File: config.mk
export PLATFORM = sky130hd
export DESIGN_NAME = pid_filtered_derivative_top_flat
export DESIGN_NICKNAME = d
export VERILOG_FILES = /design/src/hw/rtl/pfd_pkg.sv /design/src/hw/rtl/pfd_in_if.sv /design/src/hw/rtl/pfd_out_if.sv /design/src/hw/rtl/pfd_regs.sv /design/src/hw/rtl/pfd_ctrl.sv /design/src/hw/rtl/pfd_dp.sv /design/src/hw/rtl/pid_filtered_derivative_top.sv /design/src/flat_wrapper.sv
export SDC_FILE = /design/constraint.sdc
export NUM_CORES = 2
export LEC_CHECK = 0
export BUFFER_PORTS_ARGS = -buffer_cell sky130_fd_sc_hd__buf_4
export CAP_MARGIN = 10
export CELL_PAD_IN_SITES_DETAIL_PLACEMENT = 1
export CELL_PAD_IN_SITES_GLOBAL_PLACEMENT = 1
export CORE_ASPECT_RATIO = 0.75
export CORE_MARGIN = 3
export CORE_UTILIZATION = 55
export CTS_CLUSTER_DIAMETER = 40
export DETAILED_ROUTE_END_ITERATION = 8
export PLACE_DENSITY = 0.95
export RECOVER_POWER = 50
export SYNTH_ARGS = -nofsm -noshare
export SYNTH_HDL_FRONTEND = slang
export SYNTH_SLANG_ARGS = --single-unit
File: constraint.sdc
create_clock -name i_clk -period 28.5 [get_ports i_clk]
set_clock_uncertainty 0.1 [all_clocks]
set_input_delay 1.425 -clock i_clk [delete_from_list [all_inputs] [get_ports i_clk]]
set_output_delay 1.425 -clock i_clk [all_outputs]
set_load 0.005 [all_outputs]
File: src/hw/rtl/pfd_pkg.sv
package pfd_pkg;

    localparam int DATA_WIDTH = 32;
    localparam int FRAC_BITS  = 16;

    localparam int ALPHA_BITS = 16;
    localparam int ALPHA_W    = 17;
    localparam logic [ALPHA_W-1:0] ALPHA_ONE = 17'h10000;

    localparam int GAIN_W  = 32;
    localparam int COEF_W  = 31;
    localparam int MUL_B_W = 33;

    localparam int APB_DATA_W = 32;
    localparam int APB_ADDR_W = 5;
    localparam int REG_IDX_W  = 3;

    localparam logic [REG_IDX_W-1:0] REG_KP             = 3'd0;
    localparam logic [REG_IDX_W-1:0] REG_KI             = 3'd1;
    localparam logic [REG_IDX_W-1:0] REG_KD             = 3'd2;
    localparam logic [REG_IDX_W-1:0] REG_INV_DT         = 3'd3;
    localparam logic [REG_IDX_W-1:0] REG_FILTER_ALPHA   = 3'd4;
    localparam logic [REG_IDX_W-1:0] REG_INTEGRAL_LIMIT = 3'd5;

    localparam logic [COEF_W-1:0]  RST_INV_DT         = 31'd65536;
    localparam logic [ALPHA_W-1:0] RST_FILTER_ALPHA   = 17'd65536;
    localparam logic [COEF_W-1:0]  RST_INTEGRAL_LIMIT = 31'h7FFF_FFFF;

    typedef struct packed {
        logic signed [GAIN_W-1:0] kp;
        logic signed [GAIN_W-1:0] ki;
        logic signed [GAIN_W-1:0] kd;
        logic [COEF_W-1:0]        inv_dt;
        logic [ALPHA_W-1:0]       filter_alpha;
        logic [COEF_W-1:0]        integral_limit;
    } t_cfg;

    typedef enum logic [2:0] {
        MUL_RAW,
        MUL_P,
        MUL_FD,
        MUL_I,
        MUL_D
    } t_mul_sel;

    typedef struct packed {
        logic     cap_err;
        t_mul_sel mul_sel;
        logic     ld_raw;
        logic     ld_p;
        logic     ld_filt;
        logic     ld_integ;
        logic     ld_d;
        logic     ld_out;
    } t_cmd;

endpackage

File: src/hw/rtl/pfd_in_if.sv
interface pfd_in_if #(
    parameter int DATA_WIDTH = pfd_pkg::DATA_WIDTH
) ();
    logic                         valid;
    logic                         ready;
    logic signed [DATA_WIDTH-1:0] setpoint;
    logic signed [DATA_WIDTH-1:0] measurement;

    modport source (output valid, output setpoint, output measurement, input ready);
    modport sink   (input valid, input setpoint, input measurement, output ready);
endinterface

File: src/hw/rtl/pfd_out_if.sv
interface pfd_out_if #(
    parameter int DATA_WIDTH = pfd_pkg::DATA_WIDTH
) ();
    logic                         valid;
    logic                         ready;
    logic signed [DATA_WIDTH-1:0] drive;
    logic                         integral_clamped;

    modport source (output valid, output drive, output integral_clamped, input ready);
    modport sink   (input valid, input drive, input integral_clamped, output ready);
endinterface

File: src/hw/rtl/pfd_regs.sv
module pfd_regs (
    input  logic                              i_clk,
    input  logic                              i_rst_n,
    input  logic                              psel,
    input  logic                              penable,
    input  logic                              pwrite,
    input  logic [pfd_pkg::APB_ADDR_W-1:0]    paddr,
    input  logic [pfd_pkg::APB_DATA_W-1:0]    pwdata,
    output logic [pfd_pkg::APB_DATA_W-1:0]    prdata,
    output logic                              pready,
    output pfd_pkg::t_cfg                     o_cfg
);

    pfd_pkg::t_cfg                      r_cfg;
    pfd_pkg::t_cfg                      n_cfg;
    logic [pfd_pkg::REG_IDX_W-1:0]      reg_idx;
    logic                               wr_en;

    assign reg_idx = paddr[pfd_pkg::APB_ADDR_W-1:2];
    assign wr_en   = psel & penable & pwrite;
    assign pready  = 1'b1;
    assign o_cfg   = r_cfg;

    always_comb begin
        n_cfg = r_cfg;
        if (wr_en) begin
            case (reg_idx)
                pfd_pkg::REG_KP:             n_cfg.kp = pwdata;
                pfd_pkg::REG_KI:             n_cfg.ki = pwdata;
                pfd_pkg::REG_KD:             n_cfg.kd = pwdata;
                pfd_pkg::REG_INV_DT:         n_cfg.inv_dt = pwdata[pfd_pkg::COEF_W-1:0];
                pfd_pkg::REG_FILTER_ALPHA:   n_cfg.filter_alpha = pwdata[pfd_pkg::ALPHA_W-1:0];
                pfd_pkg::REG_INTEGRAL_LIMIT: n_cfg.integral_limit = pwdata[pfd_pkg::COEF_W-1:0];
                default: ;
            endcase
        end
    end

    always_comb begin
        case (reg_idx)
            pfd_pkg::REG_KP:             prdata = r_cfg.kp;
            pfd_pkg::REG_KI:             prdata = r_cfg.ki;
            pfd_pkg::REG_KD:             prdata = r_cfg.kd;
            pfd_pkg::REG_INV_DT:         prdata = {1'b0, r_cfg.inv_dt};
            pfd_pkg::REG_FILTER_ALPHA:   prdata = {15'd0, r_cfg.filter_alpha};
            pfd_pkg::REG_INTEGRAL_LIMIT: prdata = {1'b0, r_cfg.integral_limit};
            default:                     prdata = '0;
        endcase
    end

    always_ff @(posedge i_clk) begin
        if (!i_rst_n) begin
            r_cfg.kp             <= '0;
            r_cfg.ki             <= '0;
            r_cfg.kd             <= '0;
            r_cfg.inv_dt         <= pfd_pkg::RST_INV_DT;
            r_cfg.filter_alpha   <= pfd_pkg::RST_FILTER_ALPHA;
            r_cfg.integral_limit <= pfd_pkg::RST_INTEGRAL_LIMIT;
        end else begin
            r_cfg <= n_cfg;
        end
    end

endmodule

File: src/hw/rtl/pfd_ctrl.sv
module pfd_ctrl (
    input  logic          i_clk,
    input  logic          i_rst_n,
    input  logic          i_in_valid,
    output logic          o_in_ready,
    output logic          o_out_valid,
    input  logic          i_out_ready,
    output pfd_pkg::t_cmd o_cmd
);

    typedef enum logic [2:0] {
        S_IDLE,
        S_RAW,
        S_P,
        S_FD,
        S_I,
        S_D,
        S_DSAT,
        S_OUT
    } t_state;

    t_state r_state;
    t_state n_state;
    logic   r_out_valid;
    logic   n_out_valid;

    assign o_in_ready  = (r_state == S_IDLE);
    assign o_out_valid = r_out_valid;

    always_comb begin
        n_state         = r_state;
        n_out_valid     = r_out_valid & ~i_out_ready;
        o_cmd           = '0;
        o_cmd.mul_sel   = pfd_pkg::MUL_RAW;
        case (r_state)
            S_IDLE: begin
                if (i_in_valid) begin
                    o_cmd.cap_err = 1'b1;
                    n_state       = S_RAW;
                end
            end
            S_RAW: begin
                o_cmd.mul_sel = pfd_pkg::MUL_RAW;
                n_state       = S_P;
            end
            S_P: begin
                o_cmd.ld_raw  = 1'b1;
                o_cmd.mul_sel = pfd_pkg::MUL_P;
                n_state       = S_FD;
            end
            S_FD: begin
                o_cmd.ld_p    = 1'b1;
                o_cmd.mul_sel = pfd_pkg::MUL_FD;
                n_state       = S_I;
            end
            S_I: begin
                o_cmd.ld_filt = 1'b1;
                o_cmd.mul_sel = pfd_pkg::MUL_I;
                n_state       = S_D;
            end
            S_D: begin
                o_cmd.ld_integ = 1'b1;
                o_cmd.mul_sel  = pfd_pkg::MUL_D;
                n_state        = S_DSAT;
            end
            S_DSAT: begin
                o_cmd.ld_d = 1'b1;
                n_state    = S_OUT;
            end
            S_OUT: begin
                if (!r_out_valid || i_out_ready) begin
                    o_cmd.ld_out = 1'b1;
                    n_out_valid  = 1'b1;
                    n_state      = S_IDLE;
                end
            end
            default: n_state = S_IDLE;
        endcase
    end

    always_ff @(posedge i_clk) begin
        if (!i_rst_n) begin
            r_state     <= S_IDLE;
            r_out_valid <= 1'b0;
        end else begin
            r_state     <= n_state;
            r_out_valid <= n_out_valid;
        end
    end

endmodule

File: src/hw/rtl/pfd_dp.sv
module pfd_dp #(
    parameter int FRAC_BITS  = pfd_pkg::FRAC_BITS
) (
    input  logic                                  i_clk,
    input  logic                                  i_rst_n,
    input  pfd_pkg::t_cfg                         i_cfg,
    input  pfd_pkg::t_cmd                         i_cmd,
    input  logic signed [pfd_pkg::DATA_WIDTH-1:0] i_setpoint,
    input  logic signed [pfd_pkg::DATA_WIDTH-1:0] i_measurement,
    output logic signed [pfd_pkg::DATA_WIDTH-1:0] o_drive,
    output logic                                  o_integral_clamped
);

    localparam int DW = pfd_pkg::DATA_WIDTH;
    localparam int AW = DW + 1;
    localparam int BW = pfd_pkg::MUL_B_W;
    localparam int PW = AW + BW;
    localparam logic signed [PW-1:0] SMAX = {{(PW-DW+1){1'b0}}, {(DW-1){1'b1}}};
    localparam logic signed [PW-1:0] SMIN = ~SMAX;

    function automatic logic signed [DW-1:0] f_sat(input logic signed [PW-1:0] x);
        logic signed [DW-1:0] y;
        if (x > SMAX) begin
            y = SMAX[DW-1:0];
        end else if (x < SMIN) begin
            y = SMIN[DW-1:0];
        end else begin
            y = x[DW-1:0];
        end
        return y;
    endfunction

    logic signed [DW-1:0] r_err;
    logic signed [DW-1:0] r_prev;
    logic signed [DW-1:0] r_filt;
    logic signed [DW-1:0] r_integ;
    logic signed [DW-1:0] r_raw;
    logic signed [DW-1:0] r_p;
    logic signed [DW-1:0] r_d;
    logic                 r_clamp;
    logic signed [PW-1:0] r_prod;
    logic signed [DW-1:0] r_drive;
    logic                 r_out_clamp;

    logic [pfd_pkg::ALPHA_W-1:0] alpha_eff;
    logic signed [AW-1:0]        mul_a;
    logic signed [BW-1:0]        mul_b;
    logic signed [PW-1:0]        mul_prod;
    logic signed [PW-1:0]        sh_f;
    logic signed [PW-1:0]        sh_a;
    logic signed [DW-1:0]        sat_f;
    logic signed [PW-1:0]        filt_sum;
    logic signed [PW-1:0]        isum;
    logic signed [PW-1:0]        lim_raw;
    logic signed [PW-1:0]        lim;
    logic signed [PW-1:0]        isum_clamped;
    logic                        isum_hit;
    logic signed [PW-1:0]        drive_sum;

    assign alpha_eff = i_cfg.filter_alpha[pfd_pkg::ALPHA_W-1] ? pfd_pkg::ALPHA_ONE
                                                              : i_cfg.filter_alpha;

    always_comb begin
        case (i_cmd.mul_sel)
            pfd_pkg::MUL_RAW: begin
                mul_a = AW'(r_err) - AW'(r_prev);
                mul_b = $signed({2'b00, i_cfg.inv_dt});
            end
            pfd_pkg::MUL_P: begin
                mul_a = AW'(r_err);
                mul_b = BW'(i_cfg.kp);
            end
            pfd_pkg::MUL_FD: begin
                mul_a = AW'(r_raw) - AW'(r_filt);
                mul_b = $signed({16'd0, alpha_eff});
            end
            pfd_pkg::MUL_I: begin
                mul_a = AW'(r_err);
                mul_b = BW'(i_cfg.ki);
            end
            pfd_pkg::MUL_D: begin
                mul_a = AW'(r_filt);
                mul_b = BW'(i_cfg.kd);
            end
            default: begin
                mul_a = '0;
                mul_b = '0;
            end
        endcase
    end

    assign mul_prod = PW'(mul_a) * PW'(mul_b);

    // Arithmetic shifts floor the scaled product toward minus infinity.
    assign sh_f     = r_prod >>> FRAC_BITS;
    assign sh_a     = r_prod >>> pfd_pkg::ALPHA_BITS;
    assign sat_f    = f_sat(sh_f);
    assign filt_sum = PW'(r_filt) + sh_a;

    assign lim_raw = $signed(PW'(i_cfg.integral_limit));
    assign lim     = (lim_raw > SMAX) ? SMAX : lim_raw;
    assign isum    = PW'(r_integ) + PW'(sat_f);

    always_comb begin
        isum_clamped = isum;
        isum_hit     = 1'b0;
        if (isum > lim) begin
            isum_clamped = lim;
            isum_hit     = 1'b1;
        end else if (isum < -lim) begin
            isum_clamped = -lim;
            isum_hit     = 1'b1;
        end
    end

    assign drive_sum = PW'(r_p) + PW'(r_integ) + PW'(r_d);

    always_ff @(posedge i_clk) begin
        r_prod <= mul_prod;
        if (i_cmd.cap_err) begin
            r_err <= f_sat(PW'(i_setpoint) - PW'(i_measurement));
        end
        if (i_cmd.ld_raw) begin
            r_raw <= sat_f;
        end
        if (i_cmd.ld_p) begin
            r_p <= sat_f;
        end
        if (i_cmd.ld_d) begin
            r_d <= sat_f;
        end
        if (i_cmd.ld_out) begin
            r_drive     <= f_sat(drive_sum);
            r_out_clamp <= r_clamp;
        end
    end

    always_ff @(posedge i_clk) begin
        if (!i_rst_n) begin
            r_prev  <= '0;
            r_filt  <= '0;
            r_integ <= '0;
            r_clamp <= 1'b0;
        end else begin
            if (i_cmd.ld_filt) begin
                r_filt <= f_sat(filt_sum);
            end
            if (i_cmd.ld_integ) begin
                r_integ <= isum_clamped[DW-1:0];
                r_clamp <= isum_hit;
            end
            if (i_cmd.ld_d) begin
                r_prev <= r_err;
            end
        end
    end

    assign o_drive            = r_drive;
    assign o_integral_clamped = r_out_clamp;

endmodule

File: src/hw/rtl/pid_filtered_derivative_top.sv
// Channel   Direction  Handshake      Beat contents
// i_sample  in         valid/ready    setpoint, measurement
// o_result  out        valid/ready    drive, integral_clamped
// APB       in/out     psel/penable   kp, ki, kd, inv_dt, filter_alpha, integral_limit
//
// Each sample needs five products, which pass one at a time through a single
// shared multiplier, each followed by a registered scaling and saturation step.
// A sample is accepted only while the controller is idle, so samples never overlap.
// A new sample is accepted while a finished result beat still waits on o_result.
// Reset is synchronous and clears the loop state and the handshake control.
module pid_filtered_derivative_top #(
    parameter int FRAC_BITS  = pfd_pkg::FRAC_BITS
) (
    input  logic                           i_clk,
    input  logic                           i_rst_n,
    pfd_in_if.sink                         i_sample,
    pfd_out_if.source                      o_result,
    input  logic                           psel,
    input  logic                           penable,
    input  logic                           pwrite,
    input  logic [pfd_pkg::APB_ADDR_W-1:0] paddr,
    input  logic [pfd_pkg::APB_DATA_W-1:0] pwdata,
    output logic [pfd_pkg::APB_DATA_W-1:0] prdata,
    output logic                           pready
);

    pfd_pkg::t_cfg cfg;
    pfd_pkg::t_cmd cmd;

    pfd_regs u_regs (
        .i_clk   (i_clk),
        .i_rst_n (i_rst_n),
        .psel    (psel),
        .penable (penable),
        .pwrite  (pwrite),
        .paddr   (paddr),
        .pwdata  (pwdata),
        .prdata  (prdata),
        .pready  (pready),
        .o_cfg   (cfg)
    );

    pfd_ctrl u_ctrl (
        .i_clk       (i_clk),
        .i_rst_n     (i_rst_n),
        .i_in_valid  (i_sample.valid),
        .o_in_ready  (i_sample.ready),
        .o_out_valid (o_result.valid),
        .i_out_ready (o_result.ready),
        .o_cmd       (cmd)
    );

    pfd_dp #(
        .FRAC_BITS  (FRAC_BITS)
    ) u_dp (
        .i_clk              (i_clk),
        .i_rst_n            (i_rst_n),
        .i_cfg              (cfg),
        .i_cmd              (cmd),
        .i_setpoint         (i_sample.setpoint),
        .i_measurement      (i_sample.measurement),
        .o_drive            (o_result.drive),
        .o_integral_clamped (o_result.integral_clamped)
    );

endmodule

File: src/flat_wrapper.sv
// flat-port wrapper written by rule: the top's interface ports become plain ports
module pid_filtered_derivative_top_flat 
#(
    parameter int FRAC_BITS  = pfd_pkg::FRAC_BITS
)
  (i_clk, i_rst_n, psel, penable, pwrite, paddr, pwdata, prdata, pready, i_sample_valid, i_sample_setpoint, i_sample_measurement, i_sample_ready, o_result_valid, o_result_drive, o_result_integral_clamped, o_result_ready);
  pfd_in_if i_sample_i ();
  pfd_out_if o_result_i ();
  input  logic i_clk;
  input  logic i_rst_n;
  input  logic psel;
  input  logic penable;
  input  logic pwrite;
  input  logic [pfd_pkg::APB_ADDR_W-1:0] paddr;
  input  logic [pfd_pkg::APB_DATA_W-1:0] pwdata;
  output logic [pfd_pkg::APB_DATA_W-1:0] prdata;
  output logic pready;
  input wire logic [$bits(i_sample_i.valid)-1:0] i_sample_valid;
  input wire logic [$bits(i_sample_i.setpoint)-1:0] i_sample_setpoint;
  input wire logic [$bits(i_sample_i.measurement)-1:0] i_sample_measurement;
  output wire logic [$bits(i_sample_i.ready)-1:0] i_sample_ready;
  output wire logic [$bits(o_result_i.valid)-1:0] o_result_valid;
  output wire logic [$bits(o_result_i.drive)-1:0] o_result_drive;
  output wire logic [$bits(o_result_i.integral_clamped)-1:0] o_result_integral_clamped;
  input wire logic [$bits(o_result_i.ready)-1:0] o_result_ready;
  assign i_sample_i.valid = i_sample_valid;
  assign i_sample_i.setpoint = i_sample_setpoint;
  assign i_sample_i.measurement = i_sample_measurement;
  assign i_sample_ready = i_sample_i.ready;
  assign o_result_valid = o_result_i.valid;
  assign o_result_drive = o_result_i.drive;
  assign o_result_integral_clamped = o_result_i.integral_clamped;
  assign o_result_i.ready = o_result_ready;
  pid_filtered_derivative_top #(.FRAC_BITS(FRAC_BITS)) u_core (.i_clk(i_clk), .i_rst_n(i_rst_n), .i_sample(i_sample_i), .o_result(o_result_i), .psel(psel), .penable(penable), .pwrite(pwrite), .paddr(paddr), .pwdata(pwdata), .prdata(prdata), .pready(pready));
endmodule
==> impl_metrics.json <==
{
  "cts_made_buffers": 68,
  "cp-end-kind": "register",
  "die_w_um": 424,
  "critPathMostFrequentCell": "fa_1",
  "cts_max_path_buffers": 3,
  "h-tree-depth": 3,
  "crit_path_start": "u_core.u_ctrl.r_state[1]",
  "grt_use_total_pct": 47.0,
  "p_int_w": 0.00218,
  "ys_seq_elements": 487,
  "final_common_cell": "inv_1",
  "synth_compound_area_share_pct": 12.1,
  "setup_violations": 0,
  "grt_overflow": 0,
  "synthesis.nets": 10200,
  "wirelength_mm": 320,
  "setup_ws_ns": 10.68,
  "hp-class": "reg -> reg",
  "max_stage_delay_ns": 2.44,
  "yosys.area_share.xor_xnor_pct": 2.98,
  "routedWlPerCell_um": 31.4,
  "p_sw_w": 0.00234,
  "hold_path_end": "u_core.u_dp.r_prev[18]",
  "min_from": "u_core.u_dp.r_prev[18]",
  "async_reset_ff_share_pct": 0,
  "viasPerCell": 6.73,
  "synth_flop_cell": "dfxtp_1",
  "fin_nets": 10200,
  "cts_tree": "done",
  "numPortBuffers": 172,
  "postCtsSetupBuffers": 0,
  "p_comb_share_pct": 59.9,
  "start_kind": "register",
  "whs_path_depth": 2,
  "tns_ns": 0,
  "clkSinkCount": 487,
  "drt-pass1-iter-count": 9,
  "max_freq_ghz": 0.0561,
  "layout.cells.non_filler": 10200,
  "period_share_pct": 62.5,
  "area_growth_pct": 7.90,
  "syn_area_per_cell_um2": 8.61,
  "r2r-end": "u_core.u_dp.r_prod[65]",
  "drc": 0,
  "core-area_um2": 129000,
  "ys_seq_area_share_pct": 15.8,
  "p_total_w": 0.00451,
  "syn_area_um2": 72000,
  "layout_min_cycle_time_ns": 17.82,
  "swShare_pct": 51.8,
  "p_per_area_nw_per_um2": 58.1,
  "worstSetupPathType": "reg -> reg",
  "clkTransAtPathRegs_ns": 0.06,
  "synth_area_leaders": "fa_1, dfxtp_1, ha_1, inv_1, nand2_1",
  "grt_pass1_wl_mm": 475,
  "die-area_um2": 135000,
  "detailedRoute.firstIterationViolations": 8857,
  "post-place-ws_ns": 15.10,
  "seqPwrFrac_pct": 20.1,
  "cts_resized": 0,
  "start_util_pct": 55.7,
  "slowest_stage": "clkbuf_1",
  "r2r_cells": 35,
  "syn_inst": 8361,
  "insertion_delay_ns": 0.68,
  "cts_hold_buffers": 0,
  "root_buffer": "clkbuf_16",
  "yosysWarnings": 0,
  "detail-route-antenna-nets": 0,
  "yosys.area_share.simple_pct": 14.9,
  "maxSlewViolCount": 587,
  "synth_top_cell_by_area": "fa_1",
  "die_y_um": 319,
  "antenna_found_initial": 17,
  "dp_hpwl_mm": 238,
  "fp-row-count": 114,
  "grt_start_max_net_pins": 107,
  "reg2reg_from": "u_core.u_ctrl.r_state[1]",
  "cp_data_required_time_ns": 28.96,
  "grt_setup_unrepaired": "false",
  "num_vias": 68400,
  "ir_drop_uv": 56.4,
  "yosysTopAreaCellShare_pct": 32.9,
  "io_pins": 176,
  "max-cap-violations": 12,
  "final_cell_mix": "inv_1, nand2_1, fa_1",
  "cp.arrival_ns": 18.28,
  "r2r_setup_slack_ns": 10.68,
  "hold_viol": 0,
  "synth_fa_ha_area_share_pct": 41.9,
  "worst_pin_slew_ns": 4.40,
  "synth_top_family_by_area": "adder cells",
  "status": "finished, violations left",
  "worstPathMaxFanout": 61,
  "place_inst": 10000,
  "p_leak_nw": 35.6,
  "drive_gt1_share_pct": 6.79,
  "clockPowerShare_pct": 20.1,
  "globalplace.congestion": 1.00,
  "synth_edf_count": 161,
  "grt_pass1_vias": 75700,
  "violations": "capacitance limit, slew limit",
  "slew_headroom_pct": -193,
  "synthMuxAreaShare_pct": 2.47,
  "synth_cell_type_count": 89
}
-- critical path, delay by kind of cell (launching register included) --
kind,cells,cell delay (ns)
XOR/XNOR,1,0.16
adder cells (fa/ha/maj),9,4.59
AND/OR/NAND/NOR,9,3.12
flip-flops,1,1.96
AO/OA/AOI/OAI,8,2.99
buffers and inverters,8,4.67
-- power by group through the flow --
stage,registers [W],logic (W),clock network (W)
CTS,0.000893,0.00256,0.000898
finish,0.000905,0.00270,0.000906
floorplan,0.000855,0.00156,0
global route,0.000902,0.00283,0.000928
detailed placement,0.000905,0.00249,0
global placement,0.000903,0.00230,0
-- worst max-delay path by stage --
stage / end / cells past startpoint
finish: u_core.u_dp.r_prod[65] / 35
global route: u_core.u_dp.r_prod[65] / 35
CTS: u_core.u_dp.r_prod[65] / 38
detailed placement: u_core.u_dp.r_prod[65] / 39
global placement: u_core.u_dp.r_prod[65] / 38
floorplan: u_core.u_dp.r_prod[65] / 38
-- final cells by class --
type,instances,area [um2]
fill,15200,51700
tap,1740,2180
antenna,15,37.5
clock buffer,81,1880
multi-input combinational,6006,54000
timing repair buffer,313,2290
sequential,487,11400
clock inverter,44,443
inverter,1475,5540
-- synthesized netlist by cell type (20+ instances only) --
cell type	n
and2_1	64
buf_1	35
o31ai_1	21
a21oi_1	476
mux2i_1	116
nor2_1	596
edfxtp_1	161
clkbuf_1	336
inv_1	1471
a211oi_1	35
o21ai_0	272
a221oi_1	26
nand3_1	78
nand4_1	48
xor2_1	60
o21bai_1	38
a21o_1	111
buf_2	20
nor3_1	58
o22ai_1	63
nor4_1	49
and3_1	26
nor2b_1	82
fa_1	1183
a31oi_1	38
xnor2_1	185
mux2_2	29
ha_1	515
nand2_1	1350
nand2b_1	83
o211ai_1	50
dfxtp_1	326
a221o_1	25
o21a_1	58
-- sequential cells by signal, summed over array words and instances (netlist names) --
name and cells:
u_core.u_regs.o_cfg 175, u_core.u_dp.r_clamp 1, u_core.u_ctrl.r_state 3, u_core.u_dp.o_drive 32, u_core.u_dp.r_raw 32, u_core.u_dp.o_integral_clamped 1
u_core.u_ctrl.o_out_valid 1, u_core.u_dp.r_d 32, u_core.u_dp.r_integ 32, u_core.u_dp.r_p 32, u_core.u_dp.r_err 32, u_core.u_dp.r_prev 32
u_core.u_dp.r_prod 50, u_core.u_dp.r_filt 32
-- per-stage QoR --
stage	utilization [%]	instance area (um2)	hold WS, ns
floorplan	-	72000	0.309
global placement	58.3	75400	0.342
detailed placement	58.3	75400	0.349
CTS	60.1	77700	0.360
global route	60.0	77700	0.382
finish	60.1	77700	0.364
-- routing by layer --
layer | vias up | global-route usage, % | part of all wire, %
met1 | 33900 | 56.1 | 34
met3 | 2065 | 17.7 | 14
met2 | 5762 | 69.4 | 43
met4 | 18 | 34.6 | 9.1
met5 | - | 0.556 | 0.075
li1 | 26700 | - | -
-- cells by family after synthesis --
kind of cell    count (synthesis)
simple gates                 2510
flops                         487
mux                           158
other cells                     1
xor+xnor                      245
compound gates               1387
buf+inv                      1868
fa+ha+maj                    1705
Note: power is estimated with default switching activity, not from simulation.
